`src/rtl/rip_pkg.sv`:
```
package rip_pkg;

  // field and datapath widths
  localparam int unsigned DataW      = 16;
  localparam int unsigned DiffW      = DataW + 1;
  localparam int unsigned ProdW      = 32;
  localparam int unsigned SatW       = ProdW + 2;
  localparam int unsigned DistW      = DataW + 2;
  localparam int unsigned PlayerIdxW = 2;
  localparam int unsigned CfgIdxW    = 3;

  // hardware slots for rods and players
  localparam int unsigned NumRodsHw    = 2;
  localparam int unsigned NumPlayersHw = 3;

  // parameter defaults
  localparam int unsigned RodCountDef      = 2;
  localparam int unsigned PlayersPerRodDef = 3;

  // queue depths
  localparam int unsigned MidDepth = 2;
  localparam int unsigned ResDepth = 2;

  // register indexes
  typedef enum logic [CfgIdxW-1:0] {
    REG_ROD_LINE_0    = 3'd0,
    REG_ROD_LINE_1    = 3'd1,
    REG_CENTER_MIN    = 3'd2,
    REG_CENTER_MAX    = 3'd3,
    REG_OFFSET_FIRST  = 3'd4,
    REG_OFFSET_SECOND = 3'd5,
    REG_OFFSET_THIRD  = 3'd6,
    REG_PLAYERS       = 3'd7
  } cfg_reg_e;

  // register reset values
  localparam logic [DataW-1:0]      RstRodLine0   = 16'd2560;
  localparam logic [DataW-1:0]      RstRodLine1   = 16'd7680;
  localparam logic [DataW-1:0]      RstCenterMin  = 16'd2816;
  localparam logic [DataW-1:0]      RstCenterMax  = 16'd5376;
  localparam logic [DataW-1:0]      RstOffset0    = 16'hF800;
  localparam logic [DataW-1:0]      RstOffset1    = 16'h0000;
  localparam logic [DataW-1:0]      RstOffset2    = 16'h0800;
  localparam logic [PlayerIdxW-1:0] RstPlayers    = 2'd3;

  localparam logic signed [SatW-1:0] SatMax = 34'sd32767;
  localparam logic signed [SatW-1:0] SatMin = -34'sd32768;

  typedef struct packed {
    logic [NumRodsHw-1:0][DataW-1:0]    rod_line;
    logic [DataW-1:0]                   center_min;
    logic [DataW-1:0]                   center_max;
    logic [NumPlayersHw-1:0][DataW-1:0] offset;
    logic [PlayerIdxW-1:0]              players;
  } cfg_t;

  // classified item between front and back
  typedef struct packed {
    logic [DataW-1:0]                bx;
    logic [DataW-1:0]                vy;
    logic [NumRodsHw-1:0][DataW-1:0] meas;
    logic [NumRodsHw-1:0][ProdW-1:0] prod;
    logic [NumRodsHw-1:0]            go;
  } mid_t;

  // item fields that ride alongside the divider
  typedef struct packed {
    logic [DataW-1:0]                bx;
    logic [NumRodsHw-1:0][DataW-1:0] meas;
    logic [NumRodsHw-1:0]            go;
  } side_t;

  typedef struct packed {
    logic [NumRodsHw-1:0][DataW-1:0]      target;
    logic [NumRodsHw-1:0]                 moved;
    logic [NumRodsHw-1:0][PlayerIdxW-1:0] chosen;
  } res_t;

  function automatic logic [DataW-1:0] sat_data(input logic signed [SatW-1:0] v);
    logic [DataW-1:0] r;
    if (v > SatMax) begin
      r = {1'b0, {(DataW-1){1'b1}}};
    end else if (v < SatMin) begin
      r = {1'b1, {(DataW-1){1'b0}}};
    end else begin
      r = v[DataW-1:0];
    end
    return r;
  endfunction

endpackage

```
`src/rtl/rip_front.sv`:
```
module rip_front #(
  parameter int unsigned RodCount = rip_pkg::RodCountDef
) (
  input  logic                            clk_i,
  input  logic                            rst_ni,
  input  rip_pkg::cfg_t                   cfg_i,
  input  logic                            push_i,
  output logic                            full_o,
  input  logic [rip_pkg::DataW-1:0]       ball_x_i,
  input  logic [rip_pkg::DataW-1:0]       ball_y_i,
  input  logic [rip_pkg::DataW-1:0]       ball_vx_i,
  input  logic [rip_pkg::DataW-1:0]       ball_vy_i,
  input  logic [rip_pkg::NumRodsHw-1:0][rip_pkg::DataW-1:0] meas_i,
  output logic                            mid_push_o,
  output rip_pkg::mid_t                   mid_o,
  input  logic                            mid_full_i
);

  localparam int unsigned DataW = rip_pkg::DataW;
  localparam int unsigned DiffW = rip_pkg::DiffW;
  localparam int unsigned NRods = rip_pkg::NumRodsHw;

  logic                            f_valid_q, f_valid_d;
  logic                            accept;
  logic                            vy_pos, vy_nz;
  logic [DataW-1:0]                bx_q, vx_q, vy_q;
  logic [NRods-1:0][DataW-1:0]     meas_q;
  logic [NRods-1:0][DiffW-1:0]     diff_d, diff_q;
  logic [NRods-1:0]                go_d, go_q;

  assign full_o    = f_valid_q & mid_full_i;
  assign accept    = push_i & ~full_o;
  assign f_valid_d = accept | (f_valid_q & mid_full_i);

  assign vy_nz  = (ball_vy_i != '0);
  assign vy_pos = vy_nz & ~ball_vy_i[DataW-1];

  for (genvar r = 0; r < NRods; r++) begin : g_rod
    logic signed [DataW-1:0]     line_s, by_s;
    logic                        ahead;
    logic signed [DiffW+DataW-1:0] prod_full;

    assign line_s = $signed(cfg_i.rod_line[r]);
    assign by_s   = $signed(ball_y_i);
    // equal y counts as not ahead
    assign ahead  = vy_pos ? (line_s > by_s) : (line_s < by_s);
    assign go_d[r] = vy_nz & ahead & (r < RodCount);
    assign diff_d[r] = {ball_y_i[DataW-1], ball_y_i}
                     - {cfg_i.rod_line[r][DataW-1], cfg_i.rod_line[r]};

    // magnitude stays below 2^31, so 32 bits hold the product exactly
    assign prod_full    = $signed(diff_q[r]) * $signed(vx_q);
    assign mid_o.prod[r] = prod_full[rip_pkg::ProdW-1:0];
    assign mid_o.meas[r] = meas_q[r];
    assign mid_o.go[r]   = go_q[r];
  end

  assign mid_o.bx   = bx_q;
  assign mid_o.vy   = vy_q;
  assign mid_push_o = f_valid_q & ~mid_full_i;

  always_ff @(posedge clk_i or negedge rst_ni) begin
    if (!rst_ni) begin
      f_valid_q <= 1'b0;
    end else begin
      f_valid_q <= f_valid_d;
    end
  end

  always_ff @(posedge clk_i) begin
    if (accept) begin
      bx_q   <= ball_x_i;
      vx_q   <= ball_vx_i;
      vy_q   <= ball_vy_i;
      meas_q <= meas_i;
      diff_q <= diff_d;
      go_q   <= go_d;
    end
  end

endmodule

```
`config.mk`:
```
export PLATFORM = sky130hd
export DESIGN_NAME = rip_front
export DESIGN_NICKNAME = d
export VERILOG_FILES = /design/src/rtl/rip_pkg.sv /design/src/rtl/rip_front.sv
export SDC_FILE = /design/constraint.sdc
export NUM_CORES = 2
export LEC_CHECK = 0
export ABC_AREA = 1
export BUFFER_PORTS_ARGS = -buffer_cell sky130_fd_sc_hd__clkbuf_2
export CAP_MARGIN = 20
export CORE_MARGIN = 8
export CORE_UTILIZATION = 41
export DETAILED_ROUTE_END_ITERATION = 8
export PLACE_DENSITY = 0.67
export SLEW_MARGIN = 20
export SYNTH_ARGS = -nofsm -noshare
export SYNTH_HDL_FRONTEND = slang
export SYNTH_SLANG_ARGS = --single-unit
export TNS_END_PERCENT = 10
```
`constraint.sdc`:
```
create_clock -name clk_i -period 8.7 [get_ports clk_i]
set_clock_uncertainty 0.05 [all_clocks]
set_input_delay 2.175 -clock clk_i [delete_from_list [all_inputs] [get_ports clk_i]]
set_output_delay 2.175 -clock clk_i [all_outputs]
set_load 0.02 [all_outputs]
```
# --- Word-level counts from Yosys, hierarchy flattened ---
# Cells that the tools add are included.
classes:
  n_addsub: 2
  mul: 2
  div_mod_pow: 0
  n_lt_le_gt_ge: 4
  n_eq_ne: 0
  n_shift: 0
  muxes: 2
  n_bitwise: 10
  n_reduce_logical: 1
ops:
  columns: ["op", "n"]
  rows:
  - ["multiplier 17 x 16 -> 32 bit", 2]
  - ["subtractor 16 x 16 -> 17 bit", 2]
  - ["> comparator 16 bit", 2]
  - ["less-than comparator 16 bit", 2]
  - ["nonzero test 16 bit", 1]
  - ["bitwise AND 1 bit", 6]
  - ["inverter 1 bit", 3]
  - ["two-way mux 1 bit", 2]
  - ["bitwise OR 1 bit", 1]
word_totals:
  reg_bits: 117
  latch_bits: 0
  ram_bits: 0
  romBits: 0
  in_bits: 214
  output_inout_bits: 132
  elab_cells: 30
  n_memories: 0

# --- Depth between registers and ports, before layout ---
depth:
  ltp_word: 4
  mapped_depth: 28
  mapped_depth_nobuf: 26

# --- Worst setup path before layout ---
# No wires, ideal clock.
synth_path:
  kind: "input-to-reg"
  from: "input mid_full_i"
  to: "register bx_q[0], enable pin"
  setup_ns: 0.593
  t_arrival_ns: 7.198
  required_ns: 8.057
  path_slack_ns: 0.859
  stages: 3
  n_path_buf: 0
  path_cell_list: "nand2_1 > inv_1 > nor2_1"
synth_via:
  elab_chain_len: 3
synth_rtl:
  columns: ["item", "line", "rtl"]
  rows:
  - ["start: declaration", "rip_front.sv:16", "input logic mid_full_i"]
  - ["bitwise AND 1 bit", "rip_front.sv:31", "assign full_o = f_valid_q & mid_full_i;"]
  - ["via full_o", "rip_front.sv:8", "output logic full_o,"]
  - ["inverter 1 bit", "rip_front.sv:32", "assign accept = push_i & ~full_o;"]
  - ["bitwise AND 1 bit", "rip_front.sv:32", null]
  - ["via accept", "rip_front.sv:24", "logic accept;"]
  - ["end signal: assignment", "rip_front.sv:72", "bx_q <= ball_x_i;"]
  - ["end: declaration", "rip_front.sv:26", "logic [DataW-1:0] bx_q, vx_q, vy_q;"]
# The timed path passes the listed nets, and every way through them passes these cells.
# A chain may end at the register's enable or synchronous reset.

==> metrics.md <==
| Metric | Value |
|---|---|
| Hold Crit Class | reg2reg |
| Worst Setup End Kind | output port |
| Clk_lat worst skew | 0.42 ns |
| # setup viols final | 0 |
| Largest delay contributor family on the critical path | adder cells |
| Post-synth top area cell | fa_1 |
| Syn Nets | 4,357 |
| Reg-to-reg slack, setup | 6.43 ns |
| Drt via density | 4.80 |
| Number of flops mapped to enable cells by yosys | 116 |
| Period minus WS final | 8.53 ns |
| Hold WS | 0.441 ns |
| Normalized max-slew margin | 0.453 |
| Crit-path max FO | 5 |
| Input/output buffers | 263 |
| Clock Pin Slew Worst Setup and Hold Paths | 0.06 ns |
| Share of layout cells above drive strength 1 | 0.122 |
| Peak Freq | 0.117 GHz |
| Most common cell in the netlist | inv_1 |
| Max-slew violations | 0 |
| Final HPWL DP | 60.8 mm |
| Yosys Warn Count | 0 |
| DRC errors left | 0 |
| First DRT Iteration DRCs | 1,296 |
| Worst r2r dst | vx_q[0] |
| Critical-path top delay cell | fa_1 |
| Post-Synthesis Cells | 3,403 |
| Inserted Clock Buffers | 17 |
| Initial antenna violation count | 1 |
| WP data required | 6.48 ns |
| CP bufs+invs | 6 |
| Routed wire length | 71.6 mm |
| WS Path Type | reg2out |
| Most frequent CP cell | fa_1 |
| Multi-input logic area | 19,700 sq um |
| CTS Buffer Depth | 2 |
| Syn Area/Cell | 8.05 sq um |
| All-Layer GR Usage | 0.194 |
| FILL cells | 6,387 |
| Max-Cap Viols | 0 |
| Largest cells by area after synthesis | fa_1 (40%), inv_1 (14%), edfxtp_1 (13%) |
| Vias in the first global route | 22,900 |
| DR WL/cell | 15.8 microns |
| Layout area overhead | 12.7% |
| Nets | 4,602 |
| Xor/xnor share of the synthesized area | 0.0246 |
| Worst R2R Start | f_valid_q |
| Worst Tran Pin Value | 0.819 ns |
| Mapped cell area | 27,400 sq um |
| Row cnt | 94 |
| Worst Hold Depth | 2 |
| RSZ-0062 raised after global routing | true |
| Post-route ant nets | 0 |
| Pin count of the biggest net entering global routing | 51 |
| Initial Utilization | 0.415 |
| Adder-cell share of the synthesized area | 0.487 |
| Ys async rst share | 0.00855 |
| Mux contribution to synthesized area | 0 |
| Die height | 274 microns |
| Startpoint types | flop |
| Die Area | 75,300 sq um |
| Overflow after GRT | 0 |
| Distinct cells, synth | 40 |
| Outcome | completed |
| TritonCTS clock tree | done |
| Largest family of logic cells by synthesized area | adder cells |
| Primary FF master, synth | edfxtp_1 |
| DRT Pass-1 Iters | 6 |
| Layout Cells excl Fill | 4,525 |
| Simple-gate share of the synthesized area | 0.175 |
| H-tree depth | 4 |
| Critical Path AT | 6.30 ns |
| Die X | 274 microns |
| Compound-Gate Fraction of Synth Area | 0.0294 |
| Register area | 3510 sq um |
| Synth top cells by count | inv_1 (1,022), nand2_1 (882), fa_1 (542) |
| Sink of the worst hold path | f_valid_q |
| Placed cells | 4,455 |
| Number of clock sinks | 117 |
| Share of the synthesized area in the top cell type | 0.396 |
| Tcrit/Tclk final | 0.980 |
| First-pass GRT wire length | 116 mm |
| Worst min-delay path startpoint | f_valid_q |
| DR vias | 21,700 |
| Crit-path cells | buf_4, nand2_1, inv_1, fa_1, buf_4, fa_1, fa_1, fa_1, fa_1, inv_1, fa_1, inv_1, ha_1, a21oi_1, o21ai_0, a21oi_1, nand4_1, nand2_1, clkbuf_2 |
| Final Wtd Congestion | 0.897 |
| I/O Pins | 346 |
| Core Area | 66,000 sq um |
| Max incr delay on CP | 0.55 ns |
| # diodes | 0 |
| Clk root buf | clkbuf_16 |
| Reg2Reg Depth | 4 |
| Register bit total from synthesis | 117 |
| Post-synthesis sequential area ratio | 0.128 |
| Final hold vios | 0 |
[layer usage]
layer  track usage  wire, microns  vias to the layer above
li1              -              -                    10300
met3        0.0408           5330                       83
met5             0             13                        -
met2         0.337          35900                      709
met1         0.240          28900                    10600
met4        0.0584           1490                        2
[area by class of cell]
type	instances	share of cell area
Inverter	1022	0.124
Clock buffer	17	0.0138
Multi-Input combinational cell	2143	0.637
Sequential cell	117	0.114
Tap cell	864	0.0350
Clock inverter	15	0.00531
Timing Repair Buffer	347	0.0704
[cells by family (layout without fill, tap and decap cells)]
logic type | after synthesis | count (layout)
and+or+nand+nor | 1185 | 1185
adders and majority gates | 740 | 740
AOI/OAI and AO/OA | 141 | 141
xor gates and xnor gates | 77 | 77
DFF | 117 | 117
buffers and inverters | 1143 | 1401
[sequential cells by signal (all words and copies together), names as in the netlist]
register and cells:
bx_q 16, diff_q 34, f_valid_q 1, go_q 2
mid_o 32, vx_q 16, vy_q 16
[tightest hold or removal path, delay by kind of cell, from the launching register on]
family           cells  cell delay (ns)
and+or+nand+nor      2             0.11
DFF                  1             0.34
[per-stage QoR]
step / setup TNS [ns] / worst slack, ns / utilization / area (sq um)
final: 0 / 0.170 / 0.468 / 30900
after global routing: -0.326 / -0.106 / 0.468 / 30900
after CTS: 0 / 0.0356 / 0.460 / 30400
after detailed placement: 0 / 0.435 / 0.451 / 29800
after global placement: 0 / 0.434 / 0.451 / 29800
after floorplan: 0 / 0.859 / - / 27400
[layout by cell type, fill, tap and decap left out, types with 12 or more instances in the layout]
master        n
edfxtp_1    116
inv_1      1017
nand3_1     100
ha_1        191
buf_12       16
nand4_1      22
xor2_1       60
o21ai_0      22
nor2_1      116
nand2_1     877
clkbuf_16    18
nor2_2       12
buf_4        65
o21bai_1     16
a21oi_1      77
fa_1        536
clkbuf_2    263
or2_2        13
xnor2_1      17
[how the worst max path moves through the flow]
stage	from	endpoint	slack, ns	cells past startpoint
floorplan	mid_full_i	bx_q[0]	0.86	3
global placement	diff_q[16]	mid_o[33]	0.43	22
detailed placement	diff_q[16]	mid_o[33]	0.44	22
CTS	vx_q[4]	mid_o[65]	0.04	21
global route	vx_q[2]	mid_o[32]	-0.11	21
finish	vx_q[2]	mid_o[26]	0.17	19
[timing repair]
action                     CTS  global route
setup buffers                3            34
setup endpoints to repair    3            28
hold buffers                 0             0
cloned                       0             1
resized for setup            1            40
Power is left out: the tool's default activity adds up to more than one toggle a clock period on the data nets, which glitch-free logic cannot reach.
