[config.mk]
export PLATFORM = sky130hd
export DESIGN_NAME = rip_fifo
export DESIGN_NICKNAME = d
export VERILOG_FILES = /design/src/rtl/rip_fifo.sv
export SDC_FILE = /design/constraint.sdc
export NUM_CORES = 1
export LEC_CHECK = 0
export BUFFER_PORTS_ARGS = -buffer_cell sky130_fd_sc_hd__buf_4
export CAP_MARGIN = 20
export CORE_AREA = 2 2 48 50
export DETAILED_ROUTE_END_ITERATION = 7
export DIE_AREA = 0 0 50 52
export HOLD_SLACK_MARGIN = 0.03
export MAX_ROUTING_LAYER = met4
export SLEW_MARGIN = 30
export SYNTH_ARGS = -nofsm -noshare
export SYNTH_HDL_FRONTEND = slang
export SYNTH_SLANG_ARGS = --single-unit
[constraint.sdc]
create_clock -name clk_i -period 2.3 [get_ports clk_i]
set_clock_uncertainty 0.15 [all_clocks]
set_input_delay 0.575 -clock clk_i [delete_from_list [all_inputs] [get_ports clk_i]]
set_output_delay 0.575 -clock clk_i [all_outputs]
set_load 0.02 [all_outputs]
[src/rtl/rip_fifo.sv]
module rip_fifo #(
  parameter int unsigned Width = 8,
  parameter int unsigned Depth = 2
) (
  input  logic             clk_i,
  input  logic             rst_ni,
  input  logic             push_i,
  input  logic [Width-1:0] data_i,
  output logic             full_o,
  input  logic             pop_i,
  output logic [Width-1:0] data_o,
  output logic             empty_o
);

  localparam int unsigned PtrW = (Depth > 1) ? $clog2(Depth) : 1;
  localparam int unsigned CntW = $clog2(Depth + 1);

  logic [Depth-1:0][Width-1:0] mem_q;
  logic [PtrW-1:0]             wr_q, wr_d, rd_q, rd_d;
  logic [CntW-1:0]             cnt_q, cnt_d;
  logic                        do_push, do_pop;

  assign full_o  = (cnt_q == CntW'(Depth));
  assign empty_o = (cnt_q == '0);
  assign do_push = push_i & ~full_o;
  assign do_pop  = pop_i & ~empty_o;
  assign data_o  = mem_q[rd_q];

  always_comb begin
    wr_d  = wr_q;
    rd_d  = rd_q;
    cnt_d = cnt_q;
    if (do_push) begin
      wr_d = (wr_q == PtrW'(Depth - 1)) ? '0 : wr_q + 1'b1;
    end
    if (do_pop) begin
      rd_d = (rd_q == PtrW'(Depth - 1)) ? '0 : rd_q + 1'b1;
    end
    if (do_push && !do_pop) begin
      cnt_d = cnt_q + 1'b1;
    end else if (do_pop && !do_push) begin
      cnt_d = cnt_q - 1'b1;
    end
  end

  always_ff @(posedge clk_i or negedge rst_ni) begin
    if (!rst_ni) begin
      wr_q  <= '0;
      rd_q  <= '0;
      cnt_q <= '0;
    end else begin
      wr_q  <= wr_d;
      rd_q  <= rd_d;
      cnt_q <= cnt_d;
    end
  end

  always_ff @(posedge clk_i) begin
    if (do_push) begin
      mem_q[wr_q] <= data_i;
    end
  end

`ifndef SYNTHESIS
  a_cnt_range: assert property (@(posedge clk_i) disable iff (!rst_ni)
    cnt_q <= CntW'(Depth))
    else $error("queue count out of range");

  a_ptr_match: assert property (@(posedge clk_i) disable iff (!rst_ni)
    (empty_o || full_o) == (wr_q == rd_q))
    else $error("queue pointers disagree with count");
`endif

endmodule

; ---- After elaboration in Yosys (flattened, before gate mapping)
; Cells that the tools add are included.
[totals]
wordCells = 33
mem_count = 0
ram_bits = 0
output_inout_bits = 10
mem_bits_ro = 0
latch_bits = 0
input_bits = 12
regBits = 20
[op_classes]
n_reduce_logical = 7
magnitude_cmp = 3
add_sub_neg = 4
n_shift = 0
mux = 9
eq_ne = 1
n_bitwise = 4
div = 0
mul = 0
[op_table]
columns = op, n
row1 = $mux W8, 3
row2 = $bwmux W16, 1
row3 = $demux W8 S1, 1
row4 = $lt A1 B2 Y1 const B, 2
row5 = $mux W2, 2
row6 = $logic_and A1 B1 Y1, 3
row7 = $add A1 B1 Y1 const B, 2
row8 = $add A2 B1 Y2 const B, 1
row9 = $and A1 B1 Y1, 2
row10 = $eq A2 B2 Y1 const B, 1
row11 = $logic_not A1 Y1, 2
row12 = $logic_not A2 Y1, 1
row13 = $mux W1, 2
row14 = $not A1 Y1, 2
row15 = $reduce_bool A2 Y1, 1
row16 = $sub A2 B1 Y2 const B, 1
row17 = $ge A1 B1 Y1 const B, 1

; ---- Longest topological paths before layout
; Gate-level depths: netlist (run 1).
[logic_depth]
ltp_word = 7
ltp_mapped = 7
mapped_depth_nobuf = 7

; ---- Worst setup path after synthesis (run 1)
; No wires, ideal clock.
[synth_timing]
path_type = flip-flop to output port
startpoint = register rd_q
endpoint = output data_o[0]
stages_incl_launch_ff = 3
t_arrival_ns = 0.912
slack_ns = 0.663
cell_sequence = dfrtp_1 > buf_2 > mux2_1
[synth_via]
elab_chain_len = 2
[synth_lines]
columns = element, line
row1 = start: declaration, 19  ; logic [PtrW-1:0] wr_q, wr_d, rd_q, rd_d;
row2 = start signal: assignment, 53  ; rd_q <= rd_d;
row3 = $mux W8 (implied by the code) (2 in a row), 27  ; assign data_o = mem_q[rd_q];
row4 = end: declaration, 11  ; output logic [Width-1:0] data_o,
; Every way passes these cells. The select of a mux whose other input is x is not followed.

; ---- Final worst setup path (run 1)
[layout_timing]
startpoint = register rd_q
endpoint = output data_o[1]
; Same word-level chain as after synthesis.

==> metrics.txt, run 1 <==
Core ar. 2110 um^2; Initial Util 0.368; Layout area overhead 33.3%; H-tree depth 1; Cell Pwr Density 1290 nW/um^2; Clock Latency Late Sink 290 ps; Vias 422; setup TNS 0 ps; commonest non-fill, non-tap cell in the layout buf_4; hold_ws 310 ps; TritonCTS clock tree yes; leakage power 0.423 nW; share of layout cells above drive strength 1 0.400; wirelength, routed 1060 um; CP Capture Type primary output; Worst Path Max Fanout 9; Crit Path Category reg -> out; actual slew at the worst max-slew pin 406 ps; synth warn 0; final cell count without fillers 98; max_slew headroom 0.729; Synth cell types 14; HP Class in -> reg; final worst slack 148 ps; CTS resizes 0; vias in the first global route 424; startpoint types flop; HPWL Detailed around 760 um; Worst EP required 1570 ps; Final period util 0.936; chip width approximately 50 um; Max Clk Rate 465 MHz; largest net degree at the start of global routing 13; Clock Tree Root clkbuf_4; Max VDD drop about 0.64 mV; max_cap viols 0; Final setup viols 0; RSZ-0062 raised after global routing false; first-pass GRT wire length 1860 um; clock-pin slew on the worst setup and hold paths 110 ps; GPL Wtd Cong 0.647; Tot Pwr 0.00133 W; pre-CTS WS between 400 and 500 ps; syn_nets 57; Die Ht 52 um; Antenna Nets Post-Route 0; WP data arrival 1430 ps; average wire per standard cell roughly 11 um; gr ovfl total 0; Num CTS Buffers 3; # DRC 0; average via count per standard cell 4.31; Total GRT Usage 0.102; sequential area share after synthesis 0.750; total die area 2600 um^2; Synth Cell Area 774 um^2; CP Cell Sequence mux2_2, buf_4; nets 84; Port Buffers 21; Pre-antenna DRT Iters 2; final hold violations 0; Worst path slowest cell dfrtp_1; Post-Synthesis Cells 44; top-area cell type share of the netlist area 0.620; initial drt markers 4; I/O pins 22; # rows 17; CTS sink cnt 20; initial antenna violation count 0; placed cells 93; syn_area_per_cell between 15 and 20 um^2; Final Max Tran Viols 0; CTS Buffer Depth 2; Synth Register Bits 20; Min Clock Period, post-route about 2200 ps; CP max stage delay 600 ps; status complete, no violations; ranking of synthesized cells by area edfxtp_1 62%, dfrtp_1 13%, mux2_1 10%, xnor2_1 3.4%, xor2_1 2.3%; Yosys top cell by area edfxtp_1; commonest non-fill, non-tap cells in the layout 22 x buf_4, 16 x edfxtp_1, 7 x mux2_1; ANT cells 0
timing repair:
| item | in CTS | in global routing |
|---|---|---|
| endpoints found under the hold margin | 4 | 0 |
| setup buffers | 0 | 0 |
| hold buffers | 1 | 0 |
cells in the mapped netlist:
cell type / n
and3_1: 1
o21ai_1: 1
edfxtp_1: 16
ha_1: 1
inv_1: 2
xor2_1: 2
dfrtp_1: 4
xnor2_1: 3
buf_2: 1
nand2b_1: 1
mux2_1: 7
nor2_1: 3
mux2_2: 1
nand2_2: 1
metal layers:
metal,share of wire,vias to the layer above,routed length [um],global-route usage
met4,0.0085,0,9,0.0556
li1,-,209,-,-
met2,0.44,15,469,0.147
met1,0.47,196,500,0.129
met5,0,-,0,-
met3,0.076,2,80,0.0287
registers in the layout, indices dropped and copies added (netlist names):
name / flops
rd_q: 1
cnt_q: 2
wr_q: 1
mem_q: 16
final cells by class:
class / instances / area (um^2)
Multi-Input combinational cell: 21 / 181
Sequential cell: 20 / 581
Tap cell: 28 / 35.0
Clock inverter: 1 / 30.0
Inverter: 2 / 7.51
Clock buffer: 3 / 22.5
Fill cell: 202 / 1070
Timing Repair Buffer: 23 / 175
critical path: cells and delay by family, from the launching register on:
kind,cells,cell delay [ps]
DFF,1,600
muxes,1,380
buffers and inverters,1,150
stage by stage:
step,utilization,area (um^2)
floorplan,-,774
global placement,0.460,970
detailed placement,0.460,970
CTS,0.490,1030
global route,0.490,1030
finish,0.490,1030
path summary, 6_finish.rpt:
kind                                           start                    to  slack, ps  depth (start not counted)
worst min-delay path                       data_i[5]   mem_q[13]$_DFFE_PP_        310                          1
worst max register to register  cnt_q[0]$_DFFE_PN0P_  cnt_q[1]$_DFFE_PN0P_        650                          7
worst min register to register      wr_q$_DFFE_PN0P_      wr_q$_DFFE_PN0P_        350                          1
min in group asynchronous                     rst_ni  cnt_q[1]$_DFFE_PN0P_        450                          2
worst max-delay path                rd_q$_DFFE_PN0P_             data_o[1]        150                          2
max in group asynchronous                     rst_ni      rd_q$_DFFE_PN0P_       1450                          2
cell families (layout without fill, tap and decap cells):
kind of cell	count (synthesis)	after routing	synth area share
and+or+nand+nor	6	6	0.0388
xor gates and xnor gates	5	5	0.0566
AOI/OAI and AO/OA	1	1	0.00646
buffers and inverters	3	29	0.0162
DFF	20	20	0.750
muxes	8	8	0.116
adders and majority gates	1	1	0.0162
power breakdown:
part           total, W  switching, W  internal, W  leakage (nW)
combinational  0.000479      0.000245     0.000234         0.200
clock          0.000275     0.0000995     0.000176        0.0279
sequential     0.000580     0.0000745     0.000505         0.195
total           0.00133      0.000419     0.000916         0.423
Note: power is estimated with default switching activity, not from simulation.
==> inputs of run 2 (changes only) <==
--- a/config.mk
+++ b/config.mk
@@ -7,11 +7,10 @@
 export LEC_CHECK = 0
 export BUFFER_PORTS_ARGS = -buffer_cell sky130_fd_sc_hd__buf_4
 export CAP_MARGIN = 20
-export CORE_AREA = 2 2 48 50
+export CORE_AREA = 8 8 54 56
 export DETAILED_ROUTE_END_ITERATION = 7
-export DIE_AREA = 0 0 50 52
+export DIE_AREA = 0 0 62 64
 export HOLD_SLACK_MARGIN = 0.03
-export MAX_ROUTING_LAYER = met4
 export SLEW_MARGIN = 30
 export SYNTH_ARGS = -nofsm -noshare
 export SYNTH_HDL_FRONTEND = slang
==> metrics.txt, run 2 (synthesized netlist as in run 1, its figures left out) <==
HPWL Detailed roughly 940 um; Worst Path Max Fanout 9; final core occ 0.490; final instance area around 1000 um^2; hold buffer count at CTS 1; final cell count without fillers roughly 100; Crit Path Category reg -> out; setup TNS 0 ps; wirelength, routed 1270 um; total die area about 4000 um^2; RSZ-0062 raised after global routing false; largest net degree at the start of global routing 13; TritonCTS clock tree yes; nets between 80 and 90; GRT Max-Usage Layer met2; H-tree depth 1; HP Class in -> reg; leakage power 0.423 nW; most flop-heavy register mem_q; largest registers mem_q x16, cnt_q x2; chip width 62 um; Cell Area, Placed 970 um^2; Num CTS Buffers 3; CP Capture Type primary output; Cell Pwr Density 1300 nW/um^2; share of layout cells above drive strength 1 0.400; startpoint types flop; Antenna Nets Post-Route 0; average via count per standard cell around 4.3; # DRC 0; Max Clk Rate 459 MHz; Layout area overhead 33.3%; Final Max Tran Viols 0; final hold violations 0; placed cells 93; max_cap viols 0; Port Buffers 21; # rows 17; Pre-antenna DRT Iters 4; Final setup viols 0; max_slew headroom 0.724; commonest non-fill, non-tap cell in the layout buf_4; WP data arrival 1450 ps; gr ovfl total 0; average wire per standard cell 12.9 um; CTS sink cnt 20; actual slew at the worst max-slew pin ~410 ps; met3 GRT Util 0.0140; ANT cells 0; Initial Util 0.368; Total GRT Usage 0.0704; Min Clock Period, post-route 2180 ps; Max VDD drop 0.563 mV; GPL Wtd Cong a little over 0.6; max reg flops 16; commonest non-fill, non-tap cells in the layout 22 x buf_4, 16 x edfxtp_1, 7 x mux2_1; I/O pins 22; CTS Buffer Depth 2; vias in the first global route 463; grt met1 use 0.0801; Die Ht 64 um; CTS resizes 0; initial drt markers 7; Clock Latency Late Sink approximately 300 ps; postcts setup bufs 0; status complete, no violations; Clock Tree Root clkbuf_4; first-pass GRT wire length 1990 um; Core ar. 2110 um^2; initial antenna violation count 0; FILL cells 190; met2 Use GR 0.107; Final period util 0.947; Vias 420; clock-pin slew on the worst setup and hold paths 110 ps; Worst EP required around 1600 ps; R2R setup slack 670 ps
## run 2: worst paths after layout
path / depth (start not counted) / to / from
worst max-delay path: 2 / data_o[1] / rd_q$_DFFE_PN0P_
worst min-delay path: 1 / mem_q[12]$_DFFE_PP_ / data_i[4]
worst max register to register: 7 / cnt_q[1]$_DFFE_PN0P_ / cnt_q[0]$_DFFE_PN0P_
worst min register to register: 1 / wr_q$_DFFE_PN0P_ / wr_q$_DFFE_PN0P_
max in group asynchronous: 2 / wr_q$_DFFE_PN0P_ / rst_ni
min in group asynchronous: 2 / cnt_q[1]$_DFFE_PN0P_ / rst_ni
## run 2: through the flow
stage          worst slack [ps]  total power, W  hold slack, ps
2_1_floorplan               663        0.000885             129
3_3_place_gp                479         0.00107             226
3_5_place_dp                462         0.00108             227
4_1_cts                     109         0.00136             288
5_1_grt                    33.4         0.00142             280
6_report                    123         0.00134             300
## run 2: per-layer routing
| metal | share of wire | wire length [um] |
|---|---|---|
| met1 | 0.41 | 513 |
| met2 | 0.49 | 623 |
| met4 | 0.028 | 35 |
| met5 | 0 | 0 |
| met3 | 0.074 | 94 |
## run 2: final cells by class
| class | instances | area (um^2) | share of cell area |
|---|---|---|---|
| Sequential cell | 20 | 581 | 0.562 |
| Multi-Input combinational cell | 21 | 181 | 0.176 |
| Timing Repair Buffer | 23 | 175 | 0.170 |
| Tap cell | 28 | 35.0 | 0.0339 |
| Clock inverter | 1 | 30.0 | 0.0291 |
| Clock buffer | 3 | 22.5 | 0.0218 |
| Inverter | 2 | 7.51 | 0.00727 |
## run 2: worst max-delay path, cell delays in order, from the launching register on
cell and delay (ps):
dfrtp_1 610, mux2_2 380, buf_4 160
## run 2: power by group
group	switching, W	internal [W]	total [W]
clock	0.000105	0.000176	0.000281
combinational	0.000244	0.000234	0.000479
sequential	0.0000760	0.000505	0.000581
==> inputs of run 3 (changes only) <==
--- a/config.mk
+++ b/config.mk
@@ -7,9 +7,10 @@
 export LEC_CHECK = 0
 export BUFFER_PORTS_ARGS = -buffer_cell sky130_fd_sc_hd__buf_4
 export CAP_MARGIN = 20
-export CORE_AREA = 8 8 54 56
+export CORE_AREA = 8 8 63 65
+export CTS_CLUSTER_SIZE = 28
 export DETAILED_ROUTE_END_ITERATION = 7
-export DIE_AREA = 0 0 62 64
+export DIE_AREA = 0 0 71 73
 export HOLD_SLACK_MARGIN = 0.03
 export SLEW_MARGIN = 30
 export SYNTH_ARGS = -nofsm -noshare
==> metrics.txt, run 3 (synthesized netlist as in run 1, its figures left out) <==
pre-CTS WS 444 ps; most flop-heavy register mem_q; Clock Latency Late Sink 290 ps; wirelength, routed 1320 um; RSZ-0062 raised after global routing false; switching share of power 0.338; CTS Buffer Depth 2; CP Cell Sequence mux2_2, buf_4; Final setup viols 0; CP Capture Type primary output; Num CTS Buffers 3; share of layout cells above drive strength 1 0.400; postcts setup bufs 0; Max VDD drop 0.570 mV; final worst slack 124 ps; initial drt markers 8; vias in the first global route around 500; Final Max Tran Viols 0; ANT cells 0; Antenna Nets Post-Route 0; commonest non-fill, non-tap cell in the layout buf_4; H-tree depth 1; CTS sink cnt 20; CP max stage delay between 600 and 700 ps; startpoint types flop; HPWL Detailed 1030 um; max_cap viols 0; Final period util 0.946; status complete, no violations; chip width around 71 um; Clock Tree Root clkbuf_4; Pre-antenna DRT Iters 3; Port Buffers 21; average wire per standard cell 12.8 um; clock-pin slew on the worst setup and hold paths ~110 ps; Layout area overhead 32.0%; largest registers mem_q x16, cnt_q x2; CP top delay family flip-flops; setup TNS 0 ps; Cell Pwr Density 1240 nW/um^2; TritonCTS clock tree yes; Reg power frac 0.461; first-pass GRT wire length 2150 um; initial antenna violation count 0; clock power share 0.154; nets 84; Vias between 400 and 500; internal power around 0.00084 W; largest net degree at the start of global routing 12; leakage power 0.416 nW; final hold violations 0; Die Ht 73 um; I/O pins 22; net switching power 0.000427 W; Crit Path Category reg -> out; WP data arrival 1450 ps; total die area slightly above 5000 um^2; Worst path slowest cell dfrtp_1; Worst Path Max Fanout 9; Max Clk Rate 459 MHz; Core ar. 2950 um^2; gr ovfl total 0; Logic pwr share 0.385; average via count per standard cell 4.09; HP Class in -> reg; Worst EP required 1570 ps; max reg flops 16; sum of buffers and inverters on the critical path 1; GPL Wtd Cong between 0.6 and 0.7; Min Clock Period, post-route around 2200 ps; Initial Util 0.262; Total GRT Usage 0.0542; # rows 20; # DRC 0; commonest non-fill, non-tap cells in the layout 22 x buf_4, 16 x edfxtp_1, 7 x mux2_1; FILL cells around 310; actual slew at the worst max-slew pin 417 ps; max_slew headroom 0.722
## run 3: what timing repair did
action                    CTS  global route
gates resized for setup     0             0
hold endpoints to repair    4             0
hold buffers                1             0
## run 3: worst paths after layout
| kind | start | end | slack [ps] | cells after the start |
|---|---|---|---|---|
| min reg2reg | wr_q$_DFFE_PN0P_ | wr_q$_DFFE_PN0P_ | 350 | 1 |
| max reg2reg | cnt_q[0]$_DFFE_PN0P_ | cnt_q[1]$_DFFE_PN0P_ | 660 | 6 |
| min | data_i[1] | mem_q[9]$_DFFE_PP_ | 310 | 1 |
| min in group asynchronous | rst_ni | cnt_q[1]$_DFFE_PN0P_ | 450 | 2 |
| max in group asynchronous | rst_ni | wr_q$_DFFE_PN0P_ | 1450 | 2 |
| max | rd_q$_DFFE_PN0P_ | data_o[1] | 120 | 2 |
## run 3: per-stage QoR
stage / cells / utilization / hold WS (ps) / instance area, um^2 / total power (W)
floorplan: 44 / - / 129 / 774 / 0.000885
global placement: 98 / 0.331 / 224 / 976 / 0.00108
detailed placement: 98 / 0.331 / 224 / 976 / 0.00109
CTS: 103 / 0.346 / 307 / 1020 / 0.00128
global route: 103 / 0.346 / 292 / 1020 / 0.00134
finish: 103 / 0.346 / 312 / 1020 / 0.00126
## run 3: layout make-up
cell class	instances	area (um^2)	area share
inverters	2	7.51	0.00734
clock buffers	4	36.3	0.0355
multi-input cells	21	181	0.177
well taps	33	41.3	0.0404
flip-flops and latches	20	581	0.568
repair buffers	23	175	0.171
## run 3: per-layer routing
layer,up-vias,share of wire,track usage
met5,-,0,0
met4,0,0.0083,0.0277
met2,14,0.45,0.0814
met3,2,0.059,0.0220
li1,209,-,-
met1,196,0.48,0.0651
## run 3: power groups by stage
stage / logic, W / registers (W) / clock network [W]
2_1_floorplan: 0.000337 / 0.000548 / 0
3_3_place_gp: 0.000491 / 0.000587 / 0
3_5_place_dp: 0.000494 / 0.000592 / 0
4_1_cts: 0.000498 / 0.000584 / 0.000199
5_1_grt: 0.000533 / 0.000596 / 0.000213
6_report: 0.000487 / 0.000582 / 0.000195
